--- src/rtl/mjt_pkg.sv ---
// Minimum-jerk trajectory generator: shared types and constants.
// No dependencies.
`timescale 1ns / 1ps
package mjt_pkg;
    localparam logic [15:0] DUR_RESET = 16'd1000;
    localparam logic [6:0]  NPT_RESET = 7'd64;
    localparam logic [6:0]  NPT_LIMIT = 7'd64;
    localparam logic        CFG_DURATION = 1'b0;
    localparam logic        CFG_NUM_POINTS = 1'b1;

    typedef struct packed {
        logic signed [31:0] start_pos;
        logic        [32:0] mag;
        logic               neg;
        logic        [6:0]  n;
        logic        [15:0] dur;
    } t_job;
endpackage

--- src/rtl/mjt_front.sv ---
// Front end: accepts an item, forms the signed difference and magnitude, and
// latches the configuration used for the move. Depends on mjt_pkg.
`timescale 1ns / 1ps
module mjt_front (
    input  logic                i_clk,
    input  logic                i_rst_n,
    input  logic                i_valid,
    output logic                o_stall,
    input  logic signed [31:0]  i_start_pos,
    input  logic signed [31:0]  i_target_pos,
    input  logic [15:0]         i_dur,
    input  logic [6:0]          i_npt,
    output logic                o_job_valid,
    output mjt_pkg::t_job       o_job,
    input  logic                i_job_take
);
    logic          r_full;
    mjt_pkg::t_job r_job, n_job;
    logic signed [32:0] w_d;

    always_comb begin
        w_d = 33'(i_target_pos) - 33'(i_start_pos);
        n_job.start_pos = i_start_pos;
        n_job.neg = w_d[32];
        n_job.mag = w_d[32] ? 33'(-w_d) : 33'(w_d);
        n_job.n = (i_npt == 7'd0) ? 7'd1 : ((i_npt > mjt_pkg::NPT_LIMIT) ? mjt_pkg::NPT_LIMIT : i_npt);
        n_job.dur = (i_dur == 16'd0) ? 16'd1 : i_dur;
    end

    assign o_stall = r_full;
    assign o_job_valid = r_full;
    assign o_job = r_job;

    always_ff @(posedge i_clk) begin
        if (!i_rst_n) begin
            r_full <= 1'b0;
        end else if (i_valid && !r_full) begin
            r_full <= 1'b1;
        end else if (i_job_take) begin
            r_full <= 1'b0;
        end
        if (i_valid && !r_full) begin
            r_job <= n_job;
        end
    end
endmodule

--- config.mk ---
export PLATFORM = sky130hd
export DESIGN_NAME = mjt_front
export DESIGN_NICKNAME = d
export VERILOG_FILES = /design/src/rtl/mjt_pkg.sv /design/src/rtl/mjt_front.sv
export SDC_FILE = /design/constraint.sdc
export NUM_CORES = 1
export LEC_CHECK = 0
export BUFFER_PORTS_ARGS = -buffer_cell sky130_fd_sc_hd__buf_2
export CAP_MARGIN = 20
export CORE_MARGIN = 1
export CORE_UTILIZATION = 30
export CTS_BUF_LIST = sky130_fd_sc_hd__clkbuf_2 sky130_fd_sc_hd__clkbuf_4 sky130_fd_sc_hd__clkbuf_8
export DETAILED_ROUTE_END_ITERATION = 10
export SYNTH_ARGS = -nofsm -noshare
export SYNTH_HDL_FRONTEND = slang
export SYNTH_SLANG_ARGS = --single-unit
--- constraint.sdc ---
create_clock -name i_clk -period 15.32 [get_ports i_clk]
set_clock_uncertainty 0.15 [all_clocks]
set_input_delay 0.766 -clock i_clk [delete_from_list [all_inputs] [get_ports i_clk]]
set_output_delay 0.766 -clock i_clk [all_outputs]
set_load 0.005 [all_outputs]
### After elaboration in Yosys (flattened, before gate mapping)

Cells that the tools add are included.

| storage, ports and cells | value |
|---|---|
| register bits | 90 |
| input port bits | 91 |
| output and inout port bits | 91 |
| word-level logic and storage cells | 21 |

| cells by class | value |
|---|---|
| add/subtract/negate cells | 2 |
| $lt $le $gt $ge | 1 |
| mux-type cells | 4 |
| reductions and logical operators | 6 |

Operators with widths:

| operator | count |
|---|---|
| negation 33 bit | 1 |
| subtractor 32 x 32 -> 33 bit | 1 |
| two-way mux 32 bit | 1 |
| logical NOT 16 bit | 1 |
| greater-than comparator 7 bit, second input constant | 1 |
| logical NOT 7 bit | 1 |
| two-way mux 7 bit | 1 |
| two-way mux 1 bit | 2 |
| nonzero test 2 bit | 1 |
| OR reduction 2 bit | 1 |
| logical AND 1 bit | 1 |
| logical NOT 1 bit | 1 |

### Logic depth before layout (Yosys ltp)

Gate-level depths: netlist (run 1).

| depth | value |
|---|---|
| depth in word-level cells | 3 |
| depth in mapped cells | 14 |
| mapped depth without buffers | 13 |

### Least setup slack after synthesis (run 1)

Ideal clock, no wire load.

| timing path | value |
|---|---|
| path kind | in2reg |
| start | in i_valid |
| end | reg r_job, in the netlist o_job[0], enable pin |
| arrival time | 4.648 ns |
| setup slack | 9.974 ns |
| stages on the path | 1 |
| buffers on the path | 0 |
| cell sequence | nor2b_1 |

| on the way | value |
|---|---|
| longest elaborated chain between the ends | 1 |

RTL lines:

| item | RTL line | text |
|---|---|---|
| start, declared | mjt_front.sv:7 | `input logic i_valid,` |
| logical AND 1 bit | mjt_front.sv:42 | `if (i_valid && !r_full) begin` |
| end signal, assigned | mjt_front.sv:43 | `r_job <= n_job;` |
| end, declared | mjt_front.sv:18 | `mjt_pkg::t_job r_job, n_job;` |

Every way passes these cells.
A chain may end at the register's enable or synchronous reset.

==> results of run 1 <==
## final timing paths
check,startpoint,endpoint,slack [ns],depth (start not counted)
min,i_start_pos[29],o_job[86],0.41,1
min reg2reg,o_job_valid,o_job_valid,0.44,2
max,i_start_pos[0],o_job[45],10.71,13
max reg2reg,o_job_valid,o_job[52],13.51,2
## area by class of cell
cell class | count | area [um2] | share of cell area
multi-input cells | 441 | 3142 | 0.4211
flip-flops and latches | 90 | 2693 | 0.3609
repair buffers | 183 | 933.4 | 0.1251
well taps | 270 | 337.8 | 0.04528
inverters | 41 | 153.9 | 0.02063
clock buffers | 9 | 123.9 | 0.01660
clock inverters | 7 | 77.57 | 0.01040
## cell families after synthesis
group | synth area share
simple gates | 0.1745
compound gates | 0.1873
flops | 0.4342
buf+inv | 0.06033
xor+xnor | 0.06901
fa+ha+maj | 0.06982
mux | 0.004843
## stage by stage
stage	cells	cell area, um2
2_1_floorplan	615	6201
3_3_place_gp	1024	7239
3_5_place_dp	1025	7259
4_1_cts	1041	7461
5_1_grt	1041	7461
6_report	1041	7461
## synth_stat cells, drive strengths merged, types with 4 or more instances
cell type,n
nor2b,9
or2,7
a211oi,9
clkbuf,21
or4,5
and2,7
edfxtp,89
nor2,38
and3,4
xor2,17
a21oi,38
a31oi,8
o211ai,8
o31ai,8
nand3,20
o21a,7
xnor2,31
nand4,13
o21ai,26
nor3,19
ha,33
o221ai,5
o31a,4
o41ai,4
a21o,11
nand2b,6
inv,41
buf,22
nand2,48
nor4,15
## flip-flops by register name, indices dropped and copies added, names as in the netlist
name         flops
o_job           89
o_job_valid      1
## power by group
part,total [uW],switching (uW),internal (uW)
Combinational,224,134,89.9
Sequential,311,5.86,305
Clock,172,95.4,76.9
Total,708,235,472
## worst max-delay path: stages
cell and delay, ns:
buf_2 0.11, ha_1 0.22, fa_1 0.43, nand2b_1 0.22
a211oi_4 0.37, o211ai_2 0.19, a21oi_1 0.27, o211ai_1 0.16
a211oi_1 0.27, a2bb2oi_1 0.88, inv_2 0.39, o21ai_0 0.21
xnor2_1 0.09
## routing by layer
| metal | GRT usage | routed length (um) |
|---|---|---|
| met5 | 0 | 0 |
| met4 | 0.03789 | 151 |
| met3 | 0.03417 | 870 |
| met2 | 0.2364 | 7070 |
| met1 | 0.2050 | 7568 |
==> flow_summary_export.csv, run 1 <==
group,metric,value,unit
worst_setup_path,cp-start-kind,"input pin",
place,hpwl,12.61,mm
run,maxCapViolCount,0,
route,wire_per_inst,15.04,um
synth,synth.yosys.warnings,0,
cells_and_area,layout-drive-gt1-share,0.3035,
synth,synthesis.instances,615,
route,ant_nets,0,
global_route,grt_pass1_wl,25.05,mm
clocking,cts_buffers,9,
floorplanning,die_w,145.8,um
global_route,antenna_found_initial,0,
timing,hold_violations,0,
synth,synth.largest_area_cell,"edfxtp_1",
clocking,cts_root_buf,"clkbuf_8",
clocking,clock_sinks,90,
floorplanning,dieArea,0.02125,mm2
synth,synth-async-reset-ratio,0,
power_and_ir_drop,peakVddDrop,0.04017,mV
clocking,cts_buffer_depth,2,
cells_and_area,diodes,0,
route,vias_per_cell,4.926,
synth,yosys-top-cells-area,"edfxtp_1, ha_1, xnor2_1, nand2_1, a21oi_1",
place,routabilityCongestion,0.8554,
cells_and_area,layout_common_cells,"buf_2, edfxtp_1, nand2_1",
global_route,grt_pass1_vias,4916,
clocking,clkLatencyLatePin,0.38,ns
clocking,cts_setup_buffers,0,
timing,whs,0.4129,ns
worst_setup_path,critical_path_class,"in2reg",
cells_and_area,final_util,0.3687,
timing,setup_viol,0,
status,status,"finished, final reports clean",
place,io_buffers,181,
timing,worstMarginPinSlew,1.060,ns
worst_setup_path,arrival,4.58,ns
global_route,gr-usage-all-layers,0.1494,
synth,synthesis.area,0.006201,mm2
synth,syn_nets,740,
floorplanning,initial_utilization,0.3065,
worst_setup_path,crit_required,15.29,ns
synth,synth.avg_cell_area,10.08,um2
floorplanning,dieHeight,145.8,um
timing,fin_crit_sh,0.3011,
clocking,tritoncts,"built",
timing,layout_setup_ws,10.71,ns
floorplanning,core,0.02023,mm2
route,drt_wl_total,15.66,mm
clocking,ctsResizeCount,0,
route,drt_iter0_drc,330,
power_and_ir_drop,power_leakage,0.003031,uW
timing,layout_min_cycle_time,4.613,ns
route,drc_errors,0,
hold_path,min_path_type,"in2reg",
worst_setup_path,endpoint_kind,"flop",
worst_setup_path,cp_max_fo,22,
clocking,clk_pin_slew,0.10,ns
synth,ys_seq_elements,90,
synth,synth.distinct_cells,84,
clocking,hold_buffers,0,
route,dr.pass1.iters,4,
synth,synthFlopType,"edfxtp_1",
cells_and_area,final_common_cell,"buf_2",
global_route,overflow,0,
synth,synth.top_cell.area_share,0.4310,
cells_and_area,area_delta_synth_final,20.32,%
timing,max_freq,216.8,MHz
cells_and_area,fin_nets,891,
global_route,grt_max_degree,52,
floorplanning,num_io_pins,182,
synth,synth_edf_count,89,
cells_and_area,fillers,2103,
route,num_vias,5128,
timing,report.final.slew_viol_count,0,
power_and_ir_drop,power,707.7,uW
place,dp_slack,10.30,ns
clocking,htree_levels,3,
power_and_ir_drop,powerDensity,94.85,mW/mm2
floorplanning,rows,52,
timing,slew_headroom,0.2903,
timing,finalSetupTns,0,ns
synth,ys_seq_area_frac,0.4342,
timing,grt_setup_unrepaired,"no",
(Power assumes the default switching activity.)
==> run 2: changes to the inputs <==
--- a/config.mk
+++ b/config.mk
@@ -5,6 +5,7 @@
 export SDC_FILE = /design/constraint.sdc
 export NUM_CORES = 1
 export LEC_CHECK = 0
+export ABC_AREA = 1
 export BUFFER_PORTS_ARGS = -buffer_cell sky130_fd_sc_hd__buf_2
 export CAP_MARGIN = 20
 export CORE_MARGIN = 1
==> constraint.sdc (replaced) <==
create_clock -name i_clk -period 3.82 [get_ports i_clk]
set_clock_uncertainty 0.15 [all_clocks]
set_input_delay 0.191 -clock i_clk [delete_from_list [all_inputs] [get_ports i_clk]]
set_output_delay 0.191 -clock i_clk [all_outputs]
set_load 0.005 [all_outputs]
==> run 2 against run 1 <==
Largest power group unchanged. First-iteration DRC count decreased by 14%. Global-route usage is 1.1 points higher. Sequential share of layout area down 4.7 points. Die area increased by 6.3%. Via count is 21% higher. Synthesized cell count increased by 47%. Wire length rose by 14%. Flip-flop and latch count unchanged. Hold slack worse by 0.39 ns. Design area rose by 15%. Clock power grew to 4.1 times the previous value. Sequential power rose to 4.0 times the previous value.
==> flow_summary_export.csv, run 2 <==
group,metric,value,unit
route,dr.max_layer_used,"met4",
power_and_ir_drop,power_leakage,0.004374,uW
power_and_ir_drop,power.internal,1909,uW
route,dr.pass1.iters,5,
place,routabilityCongestion,0.9062,
clocking,ctsResizeCount,0,
floorplanning,die_w,150.3,um
route,wire_per_inst,12.65,um
status,status,"finished, final reports clean",
place,placed_cell_area,0.007794,mm2
worst_setup_path,arrival,3.31,ns
global_route,overflow,0,
power_and_ir_drop,powerDensity,345.1,mW/mm2
cells_and_area,layout-drive-gt1-share,0.2274,
timing,worstMarginPinSlew,0.3879,ns
power_and_ir_drop,switchingPower,1047,uW
floorplanning,dieHeight,150.3,um
route,drt_iter0_drc,284,
worst_setup_path,rr_startpoint,"o_job_valid",
power_and_ir_drop,pwr-share-comb,0.339,
synth,synth-async-reset-ratio,0,
power_and_ir_drop,sw_frac_of_total,0.3541,
synth,synth.distinct_cells,38,
clocking,hold_buffers,55,
timing,max_freq,301.5,MHz
route,vias_per_cell,4.372,
cells_and_area,design_area,0.008564,mm2
synth,ys_seq_elements,90,
clocking,cts_setup_buffers,0,
cells_and_area,largest_reg_flops,89,
timing,slew_headroom,0.7395,
route,drt-met1-wl,8.932,mm
worst_setup_path,cp_max_fo,28,
worst_setup_path,regToRegEndpoint,"o_job[3]",
timing,layout_min_cycle_time,3.317,ns
run,maxCapViolCount,0,
power_and_ir_drop,seq_power_share,0.422,
timing,report.final.slew_viol_count,0,
cells_and_area,diodes,0,
clocking,clock_sinks,90,
worst_setup_path,cp-start-kind,"input pin",
power_and_ir_drop,peakVddDrop,0.1431,mV
power_and_ir_drop,power,2956,uW
synth,post-synth-top-count-cell,"nand2_1",
global_route,grt_pass1_wl,27.96,mm
floorplanning,dieArea,0.02258,mm2
cells_and_area,seq_area,0.002693,mm2
cells_and_area,layout_common_cells,"nand2_1, buf_2, inv_1",
synth,synth_edf_count,89,
clocking,htree_levels,3,
route,ant_nets,0,
timing,grt_setup_unrepaired,"no",
cells_and_area,fin_nets,1259,
global_route,grt_max_degree,42,
clocking,clkLatencyLatePin,0.37,ns
floorplanning,initial_utilization,0.3099,
hold_path,min_to,"o_job[16]",
route,wl_met3,1.045,mm
worst_setup_path,crit_required,3.81,ns
global_route,antenna_found_initial,0,
route,drc_errors,0,
synth,ys_seq_area_frac,0.4082,
clocking,cts_root_buf,"clkbuf_8",
synth,synthFlopType,"edfxtp_1",
timing,hold_violations,0,
synth,synth.avg_cell_area,7.305,um2
global_route,gr-usage-all-layers,0.1605,
synth,syn_nets,1028,
floorplanning,rows,53,
synth,synthesis.instances,903,
worst_setup_path,reg2reg_depth,3,
cells_and_area,area_delta_synth_final,29.84,%
place,io_buffers,181,
route,num_vias,6182,
floorplanning,core,0.02129,mm2
synth,synth_common_cells,"nand2_1, inv_1, edfxtp_1, nor2_1, nand3_1",
place,hpwl,14.43,mm
hold_path,min_path_type,"in2reg",
timing,setup_viol,0,
synth,synth.top_cell.area_share,0.4052,
synth,synth.largest_area_cell,"edfxtp_1",
floorplanning,num_io_pins,182,
global_route,grt_pass1_vias,5791,
worst_setup_path,critical_path_class,"in2reg",
cells_and_area,multi_input_area,0.003157,mm2
cells_and_area,fillers,2198,
synth,synthesis.area,0.006596,mm2
route,drt_wl_total,17.89,mm
clocking,cts_buffer_depth,2,
clocking,tritoncts,"built",
timing,fin_crit_sh,0.8682,
power_and_ir_drop,p_clk_frac,0.239,
route,route.met2.wl,7.622,mm
clocking,cts_buffers,9,
timing,finalSetupTns,0,ns
synth,synth.yosys.warnings,0,
cells_and_area,final_common_cell,"nand2_1",
worst_setup_path,endpoint_kind,"flop",
hold_path,hold_path_startpoint,"i_npt[0]",
clocking,clk_pin_slew,0.09,ns
synth,yosys-top-cells-area,"edfxtp_1, nand2_1, inv_1, ha_1, nand3_1",
hold_path,holdPathStages,3,
worst_setup_path,ff2ff_setup_slack,2.18,ns
## run 2: cell count changes in the layout (fill, tap and decap cells not counted), sizes merged, moves of 10 or more
cell,change
inv,+133
dlygate4sd3,+55
o21ai,-11
xnor2,-24
nor4,-10
nand2,+272
nand3,+52
a21oi,-14
a21o,-10
nor2,+53
## run 2: worst max-delay path by stage
stage	from	to	slack (ns)	cells after the start
after floorplan	o_job_valid	o_job[0]	0.55	1
after global placement	i_start_pos[0]	o_job[43]	0.73	18
after detailed placement	i_start_pos[0]	o_job[43]	0.64	18
after CTS	i_start_pos[0]	o_job[43]	0.50	19
after global routing	i_start_pos[23]	o_job[43]	0.22	17
final	i_start_pos[0]	o_job[43]	0.50	19
## run 2: layout make-up
cell class,count,share of cell area
Timing Repair Buffer,240,0.1765
Tap cell,275,0.04018
Clock buffer,9,0.01446
Sequential cell,90,0.3144
Multi-Input combinational cell,618,0.3686
Clock inverter,7,0.008912
Inverter,175,0.07699
## run 2: routing by layer
layer / track usage / vias up
li1: - / 3287
met1: 0.2166 / 2696
met2: 0.2590 / 183
met3: 0.02636 / 16
met4: 0.05404 / 0
met5: 0 / -
## run 2: power groups by stage
stage / Combinational, uW / Clock [uW] / Sequential, uW
final: 1000 / 708 / 1250
after global routing: 1140 / 766 / 1260
after CTS: 1000 / 739 / 1250
after detailed placement: 958 / 0 / 1270
after global placement: 953 / 0 / 1270
after floorplan: 619 / 0 / 1290
## run 2: metrics by stage
step / hold slack [ns] / instances / setup slack, ns / util
after floorplan: 0.1399 / 903 / 0.5451 / -
after global placement: 0.2324 / 1342 / 0.7255 / 0.3661
after detailed placement: 0.2334 / 1342 / 0.6415 / 0.3661
after CTS: 0.0008984 / 1413 / 0.5038 / 0.4014
after global routing: 0.04493 / 1414 / 0.2173 / 0.4023
final: 0.02697 / 1414 / 0.5034 / 0.4023
## run 2: cell families (layout without fill, tap and decap cells)
kind of cell,after synthesis,in the layout,share of synthesized area
buffers and inverters,195,431,0.1144
AND/OR/NAND/NOR,513,513,0.3397
XOR/XNOR,23,23,0.03054
flip-flops,90,90,0.4082
adder cells (fa/ha/maj),34,34,0.06563
AO/OA/AOI/OAI,48,48,0.04154
## run 2: critical path: stages
cell and delay, ns:
dlygate4sd3_1 0.53, buf_2 0.13, ha_1 0.22, fa_1 0.40
inv_1 0.09, nand2_1 0.05, nand2_1 0.11, nand3_2 0.09
nand2_2 0.10, nand2_1 0.07, nand2_1 0.11, nand4_1 0.12
nand3_1 0.12, nand2_2 0.18, inv_4 0.29, nand2_1 0.16
o21ai_2 0.12, xor2_1 0.17, inv_1 0.05
==> run 3: changes to the inputs <==
--- a/config.mk
+++ b/config.mk
@@ -6,12 +6,12 @@
 export NUM_CORES = 1
 export LEC_CHECK = 0
 export ABC_AREA = 1
-export BUFFER_PORTS_ARGS = -buffer_cell sky130_fd_sc_hd__buf_2
 export CAP_MARGIN = 20
 export CORE_MARGIN = 1
 export CORE_UTILIZATION = 30
 export CTS_BUF_LIST = sky130_fd_sc_hd__clkbuf_2 sky130_fd_sc_hd__clkbuf_4 sky130_fd_sc_hd__clkbuf_8
 export DETAILED_ROUTE_END_ITERATION = 10
+export DONT_BUFFER_PORTS = 1
 export SYNTH_ARGS = -nofsm -noshare
 export SYNTH_HDL_FRONTEND = slang
 export SYNTH_SLANG_ARGS = --single-unit
==> run 3 against run 2 <==
Count of clock-buffer cells in the layout did not move. Sequential power rose by 3%. Register-to-register slack improved by 0.02 ns. Critical path depth fell by 1. Fmax rose by 25%. Via count fell by 9.7%. First-iteration DRC count fell by 2.5%. Worst setup slack improved by 0.67 ns. Global-route usage fell by 0.63 points. Hold slack got worse by 0.0032 ns. Largest cell class unchanged. Largest power group unchanged.
==> flow_summary_export.csv, run 3 (same netlist as run 2, synthesis figures left out) <==
group,metric,value,unit
floorplanning,die_w,150.3,um
place,hpwl,13.92,mm
worst_setup_path,rr_startpoint,"o_job_valid",
timing,slew_headroom,0.6134,
route,drt_wl_total,17.35,mm
clocking,cts_setup_buffers,0,
timing,whs,0.02373,ns
route,wire_per_inst,14.04,um
route,drt_iter0_drc,277,
cells_and_area,instances_no_fill,1236,
worst_setup_path,cp_max_fo,28,
global_route,antenna_found_initial,0,
worst_setup_path,critical_path_class,"in2reg",
cells_and_area,seq_area,0.002693,mm2
floorplanning,initial_utilization,0.3099,
clocking,cts_root_buf,"clkbuf_8",
cells_and_area,layout_common_cells,"nand2_1, inv_1, edfxtp_1",
run,maxCapViolCount,0,
worst_setup_path,cp-start-kind,"input pin",
timing,worstMarginPinSlew,0.5799,ns
timing,finalSetupTns,0,ns
worst_setup_path,ff2ff_setup_slack,2.20,ns
cells_and_area,fin_nets,1081,
hold_path,min_to,"o_job[16]",
worst_setup_path,crit_path_top_delay_cell,"fa_1",
timing,max_freq,378.0,MHz
floorplanning,num_io_pins,182,
timing,hold_violations,0,
clocking,cts_buffers,9,
worst_setup_path,path_cells,"inv_1 -> ha_1 -> fa_1 -> inv_1 -> nand2_1 -> nand2_1 -> nand3_2 -> nand2_2 -> nand2_1 -> nand2_1 -> nand4_1 -> nand3_1 -> nand2_2 -> inv_4 -> nand2_1 -> o21ai_2 -> xor2_1 -> inv_1",
cells_and_area,layout-drive-gt1-share,0.07908,
route,drc_errors,0,
worst_setup_path,crit_required,3.83,ns
hold_path,hold_path_startpoint,"i_npt[4]",
cells_and_area,area_delta_synth_final,16.24,%
global_route,grt_max_degree,47,
timing,fin_crit_sh,0.6925,
clocking,cts_buffer_depth,2,
clocking,hold_buffers,58,
route,dr.pass1.iters,5,
worst_setup_path,worst-path-buf-inv,4,
power_and_ir_drop,peakVddDrop,0.1378,mV
clocking,clock_sinks,90,
status,status,"finished, final reports clean",
hold_path,min_path_type,"in2reg",
timing,layout_min_cycle_time,2.645,ns
cells_and_area,multi_input_area,0.003157,mm2
cells_and_area,largest_reg_flops,89,
place,routabilityCongestion,0.8932,
hold_path,holdPathStages,3,
route,num_vias,5582,
global_route,grt_pass1_wl,26.63,mm
worst_setup_path,reg2reg_depth,2,
worst_setup_path,crit_top_cell,"nand2_1",
clocking,htree_levels,3,
clocking,tritoncts,"built",
cells_and_area,fillers,2241,
clocking,clk_pin_slew,0.11,ns
cells_and_area,final_common_cell,"nand2_1",
floorplanning,core,0.02129,mm2
worst_setup_path,crit_family,"simple AND/OR/NAND/NOR gates",
cells_and_area,final_util,0.3602,
timing,grt_setup_unrepaired,"no",
power_and_ir_drop,seq_power_share,0.456,
clocking,ctsResizeCount,0,
timing,setup_viol,0,
power_and_ir_drop,power_leakage,0.003659,uW
power_and_ir_drop,switchingPower,1010,uW
cells_and_area,diodes,0,
clocking,clkLatencyLatePin,0.37,ns
worst_setup_path,cp_slowest_stage_delay,0.41,ns
floorplanning,rows,53,
route,ant_nets,0,
timing,report.final.slew_viol_count,0,
worst_setup_path,arrival,2.66,ns
global_route,grt_pass1_vias,5308,
power_and_ir_drop,power,2830,uW
power_and_ir_drop,powerDensity,369.1,mW/mm2
floorplanning,dieHeight,150.3,um
power_and_ir_drop,sw_frac_of_total,0.3570,
route,vias_per_cell,4.516,
power_and_ir_drop,power.internal,1820,uW
power_and_ir_drop,pwr-share-comb,0.297,
global_route,gr-usage-all-layers,0.1542,
worst_setup_path,regToRegEndpoint,"o_job[55]",
place,io_buffers,0,
place,dpl.cell_count,1160,
floorplanning,dieArea,0.02258,mm2
global_route,overflow,0,
power_and_ir_drop,p_clk_frac,0.247,
worst_setup_path,endpoint_kind,"flop",
worst_setup_path,critical_path.startpoint,"i_target_pos[0]",
-- run 3: changes by cell type in the layout (fill, tap and decap cells not counted) --
cell and delta:
buf_12 -2, buf_2 -181, clkinvlp_4 +1, dlygate4sd3_1 +5
inv_6 -1
-- run 3: cell type report --
cell class	instances	area share
well taps	275	0.04488
multi-input cells	618	0.4117
repair buffers	62	0.08029
inverters	175	0.08600
clock buffers	9	0.01616
clock inverters	7	0.009791
flip-flops and latches	90	0.3512
-- run 3: worst min-delay path: stages --
cell	delay (ns)
nor4_1	0.03
nand3_1	0.09
a21oi_1	0.07
-- run 3: power groups by stage --
stage / registers [uW] / clock network (uW) / logic, uW
after floorplan: 1290 / 0 / 619
after global placement: 1320 / 0 / 782
after detailed placement: 1320 / 0 / 789
after CTS: 1290 / 727 / 840
after global routing: 1300 / 776 / 956
final: 1290 / 700 / 840
-- run 3: stage by stage --
step	area, um2	worst slack (ns)
after floorplan	6599	0.5451
after global routing	7667	0.8702
final	7667	1.175
after global placement	6868	0.7804
after CTS	7647	1.167
after detailed placement	6868	0.7409
-- run 3: worst max-delay path by stage --
stage	endpoint	slack (ns)	depth (start not counted)
final	o_job[43]	1.17	18
after CTS	o_job[43]	1.17	18
after global routing	o_job[43]	0.87	18
after detailed placement	o_job[43]	0.74	18
after floorplan	o_job[0]	0.55	1
after global placement	o_job[43]	0.78	18
-- run 3: metal layers --
metal | global-route usage | vias to the layer above | share of wire
li1 | - | 2932 | -
met1 | 0.2109 | 2447 | 0.50
met2 | 0.2382 | 192 | 0.42
met3 | 0.04121 | 11 | 0.068
met4 | 0.04091 | 0 | 0.0096
met5 | 0 | - | 0
